File: src/sv/prm_pkg.sv
`default_nettype none

package prm_pkg;

  localparam int unsigned SampleFieldBits = 24;
  localparam int unsigned LevelBits       = 24;
  localparam int unsigned CountBits       = 17;
  localparam int unsigned SumBits         = 63;

  localparam int unsigned MaxSamples = 65536;
  localparam int unsigned SampleBits = 24;

  localparam int unsigned MagBits  = SampleBits;
  localparam int unsigned SqBits   = 2 * MagBits;
  localparam int unsigned RadBits  = SumBits + (SumBits % 2);
  localparam int unsigned RootBits = RadBits / 2;
  localparam int unsigned RemBits  = RootBits + 2;

  typedef struct packed {
    logic start;
  } unit_ctl_t;

  typedef struct packed {
    logic busy;
    logic done;
  } unit_sts_t;

endpackage

`default_nettype wire

File: src/sv/prm_stream_if.sv
`default_nettype none

interface prm_sample_if;
  logic                                        valid;
  logic                                        ready;
  logic signed [prm_pkg::SampleFieldBits-1:0] sample;
  logic                                        last_of_block;

  modport source (output valid, output sample, output last_of_block, input ready);
  modport sink   (input valid, input sample, input last_of_block, output ready);
endinterface

interface prm_result_if;
  logic                              valid;
  logic                              ready;
  logic [prm_pkg::LevelBits-1:0]     peak_level;
  logic [prm_pkg::LevelBits-1:0]     rms_level;
  logic [prm_pkg::CountBits-1:0]     samples_counted;
  logic                              too_long;

  modport source (output valid, output peak_level, output rms_level,
                  output samples_counted, output too_long, input ready);
  modport sink   (input valid, input peak_level, input rms_level,
                  input samples_counted, input too_long, output ready);
endinterface

`default_nettype wire

File: src/sv/prm_square.sv
`default_nettype none

module prm_square (
  input  logic                        clk_i,
  input  logic                        rst_ni,
  input  prm_pkg::unit_ctl_t          ctl_i,
  input  logic [prm_pkg::MagBits-1:0] mag_i,
  output prm_pkg::unit_sts_t          sts_o,
  output logic [prm_pkg::SqBits-1:0]  square_o
);

  localparam int unsigned W    = prm_pkg::MagBits;
  localparam int unsigned CntW = $clog2(W + 1);

  logic [W-1:0]      mcand_q, mcand_d;
  logic [W-1:0]      mplier_q, mplier_d;
  logic [2*W-1:0]    acc_q, acc_d;
  logic [CntW-1:0]   cnt_q, cnt_d;
  logic              busy_q, busy_d;
  logic              done_q, done_d;
  logic [W:0]        partial;

  // shift-and-add, one multiplier bit per cycle
  assign partial = {1'b0, acc_q[2*W-1:W]} + (mplier_q[0] ? {1'b0, mcand_q} : '0);

  always_comb begin
    mcand_d  = mcand_q;
    mplier_d = mplier_q;
    acc_d    = acc_q;
    cnt_d    = cnt_q;
    busy_d   = busy_q;
    done_d   = 1'b0;
    if (ctl_i.start && !busy_q) begin
      mcand_d  = mag_i;
      mplier_d = mag_i;
      acc_d    = '0;
      cnt_d    = CntW'(W);
      busy_d   = 1'b1;
    end else if (busy_q) begin
      acc_d    = {partial, acc_q[W-1:1]};
      mplier_d = mplier_q >> 1;
      cnt_d    = cnt_q - 1'b1;
      if (cnt_q == CntW'(1)) begin
        busy_d = 1'b0;
        done_d = 1'b1;
      end
    end
  end

  always_ff @(posedge clk_i or negedge rst_ni) begin
    if (!rst_ni) begin
      busy_q <= 1'b0;
      done_q <= 1'b0;
      cnt_q  <= '0;
    end else begin
      busy_q <= busy_d;
      done_q <= done_d;
      cnt_q  <= cnt_d;
    end
  end

  always_ff @(posedge clk_i) begin
    mcand_q  <= mcand_d;
    mplier_q <= mplier_d;
    acc_q    <= acc_d;
  end

  assign sts_o.busy = busy_q;
  assign sts_o.done = done_q;
  assign square_o   = acc_q;

endmodule

`default_nettype wire

File: src/sv/prm_divider.sv
`default_nettype none

module prm_divider (
  input  logic                          clk_i,
  input  logic                          rst_ni,
  input  prm_pkg::unit_ctl_t            ctl_i,
  input  logic [prm_pkg::SumBits-1:0]   dividend_i,
  input  logic [prm_pkg::CountBits-1:0] divisor_i,
  output prm_pkg::unit_sts_t            sts_o,
  output logic [prm_pkg::SumBits-1:0]   quotient_o
);

  localparam int unsigned NW   = prm_pkg::SumBits;
  localparam int unsigned DW   = prm_pkg::CountBits;
  localparam int unsigned CntW = $clog2(NW + 1);

  logic [NW-1:0]   quo_q, quo_d;
  logic [DW-1:0]   rem_q, rem_d;
  logic [DW-1:0]   div_q, div_d;
  logic [CntW-1:0] cnt_q, cnt_d;
  logic            busy_q, busy_d;
  logic            done_q, done_d;
  logic [DW:0]     shifted;
  logic [DW:0]     diff;
  logic            ge;

  // restoring division, one quotient bit per cycle
  assign shifted = {rem_q, quo_q[NW-1]};
  assign ge      = shifted >= {1'b0, div_q};
  assign diff    = shifted - {1'b0, div_q};

  always_comb begin
    quo_d  = quo_q;
    rem_d  = rem_q;
    div_d  = div_q;
    cnt_d  = cnt_q;
    busy_d = busy_q;
    done_d = 1'b0;
    if (ctl_i.start && !busy_q) begin
      quo_d  = dividend_i;
      rem_d  = '0;
      div_d  = divisor_i;
      cnt_d  = CntW'(NW);
      busy_d = 1'b1;
    end else if (busy_q) begin
      rem_d = ge ? diff[DW-1:0] : shifted[DW-1:0];
      quo_d = {quo_q[NW-2:0], ge};
      cnt_d = cnt_q - 1'b1;
      if (cnt_q == CntW'(1)) begin
        busy_d = 1'b0;
        done_d = 1'b1;
      end
    end
  end

  always_ff @(posedge clk_i or negedge rst_ni) begin
    if (!rst_ni) begin
      busy_q <= 1'b0;
      done_q <= 1'b0;
      cnt_q  <= '0;
    end else begin
      busy_q <= busy_d;
      done_q <= done_d;
      cnt_q  <= cnt_d;
    end
  end

  always_ff @(posedge clk_i) begin
    quo_q <= quo_d;
    rem_q <= rem_d;
    div_q <= div_d;
  end

  assign sts_o.busy = busy_q;
  assign sts_o.done = done_q;
  assign quotient_o = quo_q;

endmodule

`default_nettype wire

File: src/sv/prm_isqrt.sv
`default_nettype none

module prm_isqrt (
  input  logic                         clk_i,
  input  logic                         rst_ni,
  input  prm_pkg::unit_ctl_t           ctl_i,
  input  logic [prm_pkg::SumBits-1:0]  radicand_i,
  output prm_pkg::unit_sts_t           sts_o,
  output logic [prm_pkg::RootBits-1:0] root_o
);

  localparam int unsigned RW   = prm_pkg::RadBits;
  localparam int unsigned QW   = prm_pkg::RootBits;
  localparam int unsigned MW   = prm_pkg::RemBits;
  localparam int unsigned CntW = $clog2(QW + 1);

  logic [RW-1:0]   rad_q, rad_d;
  logic [QW-1:0]   root_q, root_d;
  logic [MW-1:0]   rem_q, rem_d;
  logic [CntW-1:0] cnt_q, cnt_d;
  logic            busy_q, busy_d;
  logic            done_q, done_d;
  logic [MW+1:0]   rem_sh;
  logic [MW+1:0]   trial;
  logic [MW+1:0]   diff;
  logic            ge;

  // digit-by-digit root, two radicand bits per cycle
  assign rem_sh = {rem_q, rad_q[RW-1 -: 2]};
  assign trial  = (MW + 2)'({root_q, 2'b01});
  assign ge     = rem_sh >= trial;
  assign diff   = rem_sh - trial;

  always_comb begin
    rad_d  = rad_q;
    root_d = root_q;
    rem_d  = rem_q;
    cnt_d  = cnt_q;
    busy_d = busy_q;
    done_d = 1'b0;
    if (ctl_i.start && !busy_q) begin
      rad_d  = RW'(radicand_i);
      root_d = '0;
      rem_d  = '0;
      cnt_d  = CntW'(QW);
      busy_d = 1'b1;
    end else if (busy_q) begin
      rem_d  = ge ? diff[MW-1:0] : rem_sh[MW-1:0];
      root_d = {root_q[QW-2:0], ge};
      rad_d  = rad_q << 2;
      cnt_d  = cnt_q - 1'b1;
      if (cnt_q == CntW'(1)) begin
        busy_d = 1'b0;
        done_d = 1'b1;
      end
    end
  end

  always_ff @(posedge clk_i or negedge rst_ni) begin
    if (!rst_ni) begin
      busy_q <= 1'b0;
      done_q <= 1'b0;
      cnt_q  <= '0;
    end else begin
      busy_q <= busy_d;
      done_q <= done_d;
      cnt_q  <= cnt_d;
    end
  end

  always_ff @(posedge clk_i) begin
    rad_q  <= rad_d;
    root_q <= root_d;
    rem_q  <= rem_d;
  end

  assign sts_o.busy = busy_q;
  assign sts_o.done = done_q;
  assign root_o     = root_q;

endmodule

`default_nettype wire

File: src/sv/block_peak_rms_meter_top.sv
// Peak and RMS meter over one audio block. Feed every sample of the block, all
// channels interleaved, one transaction each; the transaction marked last_of_block
// yields one result (peak magnitude, floor(sqrt(sum of squares / count)), count,
// too-long flag) and clears the state for the next block. An ordinary sample goes
// through the bit-serial squarer (one bit of the magnitude a cycle); no new sample
// is taken until it is done. The last sample of a block then goes on to the
// restoring divider and the digit-by-digit root. Past 65536 samples the sum and
// count hold, the peak still follows, and too_long is set; such samples skip the
// squarer and the last goes straight to the divider. A finished result waits in an
// output register while new samples are taken; only a second report stalls on it.
`default_nettype none

module block_peak_rms_meter_top (
  input  logic                clk_i,
  input  logic                rst_ni,
  prm_sample_if.sink          sample_i,
  prm_result_if.source        result_o
);

  localparam logic [2:0] StIdle  = 3'd0;
  localparam logic [2:0] StSqr   = 3'd1;
  localparam logic [2:0] StDivGo = 3'd2;
  localparam logic [2:0] StDiv   = 3'd3;
  localparam logic [2:0] StSqrt  = 3'd4;
  localparam logic [2:0] StOut   = 3'd5;

  localparam int unsigned MagW = prm_pkg::MagBits;

  logic [2:0]                    state_q, state_d;
  logic [MagW-1:0]               peak_q, peak_d;
  logic [prm_pkg::SumBits-1:0]   sum_q, sum_d;
  logic [prm_pkg::CountBits-1:0] count_q, count_d;
  logic                          ovf_q, ovf_d;
  logic                          last_q, last_d;

  logic                          out_valid_q, out_valid_d;
  logic [prm_pkg::LevelBits-1:0] out_peak_q, out_rms_q;
  logic [prm_pkg::CountBits-1:0] out_count_q;
  logic                          out_long_q;
  logic                          out_load;

  logic                          accept;
  logic [MagW-1:0]               raw;
  logic [MagW-1:0]               mag;
  logic                          room;

  prm_pkg::unit_ctl_t            sqr_ctl, div_ctl, sqrt_ctl;
  prm_pkg::unit_sts_t            sqr_sts, div_sts, sqrt_sts;
  logic [prm_pkg::SqBits-1:0]    square;
  logic [prm_pkg::SumBits-1:0]   quotient;
  logic [prm_pkg::RootBits-1:0]  root;

  assign raw  = sample_i.sample[MagW-1:0];
  assign mag  = raw[MagW-1] ? (~raw + 1'b1) : raw;
  assign room = count_q < prm_pkg::CountBits'(prm_pkg::MaxSamples);

  assign sample_i.ready = (state_q == StIdle);
  assign accept         = sample_i.valid && sample_i.ready;
  assign out_load       = (state_q == StOut) && (!out_valid_q || result_o.ready);

  assign sqr_ctl.start  = accept && room;
  assign div_ctl.start  = (state_q == StDivGo);
  assign sqrt_ctl.start = (state_q == StDiv) && div_sts.done;

  prm_square u_square (
    .clk_i    (clk_i),
    .rst_ni   (rst_ni),
    .ctl_i    (sqr_ctl),
    .mag_i    (mag),
    .sts_o    (sqr_sts),
    .square_o (square)
  );

  prm_divider u_divider (
    .clk_i      (clk_i),
    .rst_ni     (rst_ni),
    .ctl_i      (div_ctl),
    .dividend_i (sum_q),
    .divisor_i  (count_q),
    .sts_o      (div_sts),
    .quotient_o (quotient)
  );

  prm_isqrt u_isqrt (
    .clk_i      (clk_i),
    .rst_ni     (rst_ni),
    .ctl_i      (sqrt_ctl),
    .radicand_i (quotient),
    .sts_o      (sqrt_sts),
    .root_o     (root)
  );

  always_comb begin
    state_d = state_q;
    peak_d  = peak_q;
    sum_d   = sum_q;
    count_d = count_q;
    ovf_d   = ovf_q;
    last_d  = last_q;
    unique case (state_q)
      StIdle: begin
        if (accept) begin
          last_d = sample_i.last_of_block;
          if (mag > peak_q) begin
            peak_d = mag;
          end
          if (room) begin
            state_d = StSqr;
          end else begin
            ovf_d   = 1'b1;
            state_d = sample_i.last_of_block ? StDivGo : StIdle;
          end
        end
      end
      StSqr: begin
        if (sqr_sts.done) begin
          sum_d   = sum_q + prm_pkg::SumBits'(square);
          count_d = count_q + 1'b1;
          state_d = last_q ? StDivGo : StIdle;
        end
      end
      StDivGo: state_d = StDiv;
      StDiv: begin
        if (div_sts.done) begin
          state_d = StSqrt;
        end
      end
      StSqrt: begin
        if (sqrt_sts.done) begin
          state_d = StOut;
        end
      end
      StOut: begin
        if (out_load) begin
          peak_d  = '0;
          sum_d   = '0;
          count_d = '0;
          ovf_d   = 1'b0;
          state_d = StIdle;
        end
      end
      default: state_d = StIdle;
    endcase
  end

  always_comb begin
    out_valid_d = out_valid_q;
    if (result_o.ready) begin
      out_valid_d = 1'b0;
    end
    if (out_load) begin
      out_valid_d = 1'b1;
    end
  end

  always_ff @(posedge clk_i or negedge rst_ni) begin
    if (!rst_ni) begin
      state_q     <= StIdle;
      peak_q      <= '0;
      sum_q       <= '0;
      count_q     <= '0;
      ovf_q       <= 1'b0;
      last_q      <= 1'b0;
      out_valid_q <= 1'b0;
    end else begin
      state_q     <= state_d;
      peak_q      <= peak_d;
      sum_q       <= sum_d;
      count_q     <= count_d;
      ovf_q       <= ovf_d;
      last_q      <= last_d;
      out_valid_q <= out_valid_d;
    end
  end

  always_ff @(posedge clk_i) begin
    if (out_load) begin
      out_peak_q  <= prm_pkg::LevelBits'(peak_q);
      out_rms_q   <= root[prm_pkg::LevelBits-1:0];
      out_count_q <= count_q;
      out_long_q  <= ovf_q;
    end
  end

  assign result_o.valid           = out_valid_q;
  assign result_o.peak_level      = out_peak_q;
  assign result_o.rms_level       = out_rms_q;
  assign result_o.samples_counted = out_count_q;
  assign result_o.too_long        = out_long_q;

  a_clear_after_report: assert property (@(posedge clk_i) disable iff (!rst_ni)
    out_load |=> (count_q == '0) && (sum_q == '0) && (peak_q == '0) && !ovf_q)
    else $error("block state not cleared after report");

  a_sqr_done_in_sqr: assert property (@(posedge clk_i) disable iff (!rst_ni)
    sqr_sts.done |-> (state_q == StSqr))
    else $error("squarer finished outside its state");

  a_div_done_in_div: assert property (@(posedge clk_i) disable iff (!rst_ni)
    div_sts.done |-> (state_q == StDiv) && !sqrt_sts.busy)
    else $error("divider finished out of sequence");

  a_report_count: assert property (@(posedge clk_i) disable iff (!rst_ni)
    $rose(result_o.valid) |-> (result_o.samples_counted != '0))
    else $error("report with zero sample count");

endmodule

`default_nettype wire
File: src/flat_wrapper.sv
// flat-port wrapper written by rule: the top's interface ports become plain ports
module block_peak_rms_meter_top_flat 
  (clk_i, rst_ni, sample_i_valid, sample_i_sample, sample_i_last_of_block, sample_i_ready, result_o_valid, result_o_peak_level, result_o_rms_level, result_o_samples_counted, result_o_too_long, result_o_ready);
  prm_sample_if sample_i_i ();
  prm_result_if result_o_i ();
  input  logic clk_i;
  input  logic rst_ni;
  input wire logic [$bits(sample_i_i.valid)-1:0] sample_i_valid;
  input wire logic [$bits(sample_i_i.sample)-1:0] sample_i_sample;
  input wire logic [$bits(sample_i_i.last_of_block)-1:0] sample_i_last_of_block;
  output wire logic [$bits(sample_i_i.ready)-1:0] sample_i_ready;
  output wire logic [$bits(result_o_i.valid)-1:0] result_o_valid;
  output wire logic [$bits(result_o_i.peak_level)-1:0] result_o_peak_level;
  output wire logic [$bits(result_o_i.rms_level)-1:0] result_o_rms_level;
  output wire logic [$bits(result_o_i.samples_counted)-1:0] result_o_samples_counted;
  output wire logic [$bits(result_o_i.too_long)-1:0] result_o_too_long;
  input wire logic [$bits(result_o_i.ready)-1:0] result_o_ready;
  assign sample_i_i.valid = sample_i_valid;
  assign sample_i_i.sample = sample_i_sample;
  assign sample_i_i.last_of_block = sample_i_last_of_block;
  assign sample_i_ready = sample_i_i.ready;
  assign result_o_valid = result_o_i.valid;
  assign result_o_peak_level = result_o_i.peak_level;
  assign result_o_rms_level = result_o_i.rms_level;
  assign result_o_samples_counted = result_o_i.samples_counted;
  assign result_o_too_long = result_o_i.too_long;
  assign result_o_i.ready = result_o_ready;
  block_peak_rms_meter_top u_core (.clk_i(clk_i), .rst_ni(rst_ni), .sample_i(sample_i_i), .result_o(result_o_i));
endmodule
File: config.mk
export PLATFORM = sky130hd
export DESIGN_NAME = block_peak_rms_meter_top_flat
export DESIGN_NICKNAME = d
export VERILOG_FILES = /design/src/sv/prm_pkg.sv /design/src/sv/prm_stream_if.sv /design/src/sv/prm_square.sv /design/src/sv/prm_divider.sv /design/src/sv/prm_isqrt.sv /design/src/sv/block_peak_rms_meter_top.sv /design/src/flat_wrapper.sv
export SDC_FILE = /design/constraint.sdc
export NUM_CORES = 1
export LEC_CHECK = 0
export ABC_AREA = 1
export ABC_CLOCK_PERIOD_IN_PS = 5900
export BUFFER_PORTS_ARGS = -buffer_cell sky130_fd_sc_hd__buf_2
export CELL_PAD_IN_SITES_DETAIL_PLACEMENT = 0
export CELL_PAD_IN_SITES_GLOBAL_PLACEMENT = 1
export CORE_UTILIZATION = 52
export CTS_BUF_LIST = sky130_fd_sc_hd__clkbuf_2
export CTS_CLUSTER_DIAMETER = 50
export CTS_CLUSTER_SIZE = 12
export DETAILED_ROUTE_END_ITERATION = 8
export GPL_TIMING_DRIVEN = 1
export PLACE_DENSITY = 0.87
export SYNTH_ARGS = -nofsm -noshare
export SYNTH_HDL_FRONTEND = slang
export SYNTH_SLANG_ARGS = --single-unit
File: constraint.sdc
create_clock -name clk_i -period 5.9 [get_ports clk_i]
set_input_delay 0.295 -clock clk_i [delete_from_list [all_inputs] [get_ports clk_i]]
set_output_delay 0.295 -clock clk_i [all_outputs]
set_load 0.01 [all_outputs]
==> summary.md <==
| Metric | Value |
|---|---|
| Synth cell count leaders | `1307 x nand2_1, 528 x inv_1, 312 x nor2_1` |
| Power Density | `about 410 nW/um2` |
| Via count | `26300` |
| Port bufs | `96` |
| Worst skew pair latency | `about 1.1 ns` |
| Post-synthesis instance total | `3964` |
| CTS root buf | `clkbuf_2` |
| GRT overflow | `0` |
| Syn_nets | `4151` |
| CTS H-Tree Depth | `3` |
| Die W | `243.0 um` |
| Min Clock Period, post-route | `4.350 ns` |
| Leak Pwr | `between 15 and 20 nW` |
| Status | `finished, final reports clean` |
| Largest area contributor in the netlist | `edfxtp_1` |
| Routed WL per cell | `17.29 um` |
| Clock Skew | `between 0.1 and 0.15 ns` |
| Tcrit/Tclk final | `73.73%` |
| Tot Pwr | `around 0.013 W` |
| Sequential fraction of design power | `43.9%` |
| Max Cap Viol | `0` |
| Synth top area cells | `edfxtp_1 26%, nand2_1 16%, dfrtp_1 11%, dfxtp_1 8.8%, inv_1 6.6%` |
| Clock power share | `14.7%` |
| Sw power | `0.005759 W` |
| Sw frac | `43.42%` |
| Nets | `4299` |
| Global-route wire length before repair | `133900 um` |
| Largest net degree at the start of global routing | `98` |
| Final TNS setup | `0 ns` |
| CTS sink count | `522` |
| Die area | `between 50000 and 60000 um2` |
| TritonCTS Buffers | `67` |
| Top-count cell post-synth | `nand2_1` |
| Initial antenna violation count | `5` |
| Fmax | `229.9 MHz` |
| # IOs | `97` |
| Initial core utilization | `between 50% and 60%` |
| Vias in the first global route | `around 25000` |
| Min-Delay Path Class | `input pin to register` |
| Ys async rst share | `25.48%` |
| Layout cell share with drive strength beyond 1 | `under 10%` |
| WP data arrival | `5.40 ns` |
| Clock transition at the registers of the reported paths | `0.20 ns` |
| Setup repair after global routing missed its margin | `no` |
| Routability cong. | `0.9719` |
| Cell-internal power | `0.007505 W` |
| Yosys top cell area share | `between 20% and 30%` |
| CP Launch Type | `input pin` |
| Area growth syn-to-layout | `8.329%` |
| 1st-pass router iterations | `5` |
| Synth warn | `0` |
| CP max FO | `22` |
| # setup viols final | `0` |
| GRT Total Usage | `just under 30%` |
| EDFF count, synth | `257` |
| Netlist Area Pre-Place | `just over 30000 um2` |
| Cell variety after synth | `59` |
| DP HPWL | `62760 um` |
| Final WL | `85170 um` |
| Total core area | `56930 um2` |
| Finished Core Util | `57.46%` |
| CP required | `6.95 ns` |
| Mean Syn Cell Area | `about 7.6 um2` |
| Comb power frac | `41.4%` |
| CTS tree | `done` |
| Register area share after synthesis | `45.33%` |
| Die Height | `243.0 um` |
| Peak VDD IR | `0.3765 mV` |
| Worst-case clock buffer depth | `3` |
| Slew Limit Fails | `0` |
| Max_slew headroom | `27.24%` |
| Critical path class | `input pin to register` |
| # rows | `87` |
| Post-CTS setup buffer count | `0` |
| ANT nets after route | `0` |
| DR DRC count | `0` |
| #FFs+latches synth | `~520` |
| Vias per cell | `~5.3` |
| Final hold vios | `0` |
| Slew @ Worst Pin | `1.091 ns` |
| DRT iter0 DRCs | `1779` |
| Ys flop type | `edfxtp_1` |
| Crit end category | `register` |
==> what timing repair did <==
item / in CTS / in global routing
hold buffers: 62 / 0
hold endpoints to repair: 237 / 0
resized for setup: 0 / 0
==> final timing paths <==
| path | from | endpoint | slack (ns) | cells after the start |
|---|---|---|---|---|
| setup / recovery | sample_i_sample[0] | u_core.peak_q[13]$_DFFE_PN0P_ | 1.55 | 24 |
| hold / removal | sample_i_sample[0] | u_core.peak_q[0]$_DFFE_PN0P_ | 0.15 | 4 |
| setup reg to reg | u_core.u_square.mplier_q[0]$_DFFE_PP_ | u_core.u_square.square_o[37]$_SDFFE_PP0P_ | 2.68 | 13 |
| hold reg to reg | u_core.u_isqrt.root_o[15]$_SDFFE_PP0P_ | u_core.result_o.rms_level[15]$_DFFE_PP_ | 0.43 | 0 |
| max in group asynchronous | rst_ni | u_core.u_isqrt.cnt_q[4]$_DFFE_PN0P_ | 5.00 | 4 |
| min in group asynchronous | rst_ni | u_core.sum_q[39]$_DFFE_PN0P_ | 0.31 | 4 |
==> cell usage in the layout (no fill, tap or decap), types with 4 or more instances in the layout <==
master / n
nor2_2: 7
a31oi_1: 7
xor2_1: 29
o21bai_1: 24
clkinvlp_4: 4
o21a_1: 6
o22ai_1: 69
dlygate4sd3_1: 61
nand3_1: 212
nor4_1: 14
inv_6: 7
clkinv_1: 7
inv_2: 11
nor2_1: 309
buf_4: 15
nand3b_1: 15
o21ai_0: 205
dfxtp_1: 132
a21oi_1: 227
nand4_1: 46
nand2_2: 11
nor2_4: 6
a21o_1: 10
o21ai_1: 12
or2_2: 7
xnor2_1: 31
clkinv_2: 7
inv_1: 527
dfrtp_1: 133
a211oi_1: 4
nor3_1: 49
edfxtp_1: 257
clkinv_4: 5
ha_1: 155
o211ai_1: 9
a21boi_0: 5
nand2_1: 1305
buf_2: 95
clkbuf_2: 90
==> kinds of logic after synthesis <==
kind of cell | share of synthesized area, %
AND/OR/NAND/NOR | 27.26
buffers and inverters | 8.179
flip-flops | 45.33
adder cells (fa/ha/maj) | 6.621
XOR/XNOR | 1.740
AO/OA/AOI/OAI | 10.87
==> metal layers <==
metal | share of wire [%] | track usage [%] | up-vias | routed length (um)
met5 | 0.015 | 0 | - | 13
met4 | 3.5 | 11.32 | 2 | 2980
met3 | 6.2 | 4.721 | 158 | 5300
met2 | 45 | 45.55 | 700 | 38070
met1 | 46 | 39.58 | 12180 | 38800
li1 | - | - | 13260 | -
==> power groups by stage <==
| stage | clock [W] | combinational (W) | sequential [W] |
|---|---|---|---|
| after floorplan | 0 | 0.00401 | 0.00569 |
| after global placement | 0 | 0.00536 | 0.00588 |
| after detailed placement | 0 | 0.00542 | 0.00590 |
| after CTS | 0.00202 | 0.00549 | 0.00582 |
| after global routing | 0.00216 | 0.00624 | 0.00594 |
| final | 0.00195 | 0.00549 | 0.00582 |
==> critical path, stage by stage <==
cell and delay, ns:
dlygate4sd3_1 0.53, buf_2 0.14, inv_1 0.15, nand3_1 0.13, nor3_2 0.23, nand3_1 0.17
dlygate4sd3_1 0.60, nor2_1 0.14, nand2_1 0.07, nand2_1 0.08, xor2_1 0.14, dlygate4sd3_1 0.59
inv_1 0.06, ha_1 0.29, nand2_1 0.06, nor2_1 0.20, nand2_1 0.08, nor4_1 0.40
nand2_1 0.12, nand3_1 0.08, nand2_1 0.06, inv_1 0.56, nand2_1 0.12, nand2_1 0.10
==> final cells by class <==
class / instances / area [um2]
Fill cell: 5568 / 24220
Clock inverter: 33 / 277.8
Timing Repair Buffer: 173 / 1237
Antenna cell: 3 / 7.507
Sequential cell: 522 / 13690
Tap cell: 756 / 945.9
Multi-Input combinational cell: 2807 / 14070
Clock buffer: 90 / 450.4
Inverter: 541 / 2033
==> stage by stage <==
step                hold slack, ns  instances  worst slack [ns]  cell area (um2)
CTS                        0.03011       4922             1.732            32700
global route                0.1123       4924             1.253            32710
floorplan               -0.0005911       3964             2.684            30200
finish                      0.1528       4925             1.550            32710
detailed placement          0.3609       4737             1.954            31340
global placement            0.3627       4737             2.036            31340
==> sequential cells by signal, indices dropped and copies added (netlist names), 24 cells and up <==
name / cells
u_core.peak_q: 24
u_core.u_divider.quotient_o: 63
u_core.u_isqrt.rad_q: 64
u_core.result_o.rms_level: 24
u_core.u_square.mcand_q: 24
u_core.u_isqrt.root_o: 32
u_core.u_isqrt.rem_q: 34
u_core.u_square.mplier_q: 24
u_core.result_o.peak_level: 24
u_core.sum_q: 63
u_core.u_square.square_o: 48
Power figures use the tool's default switching activity.
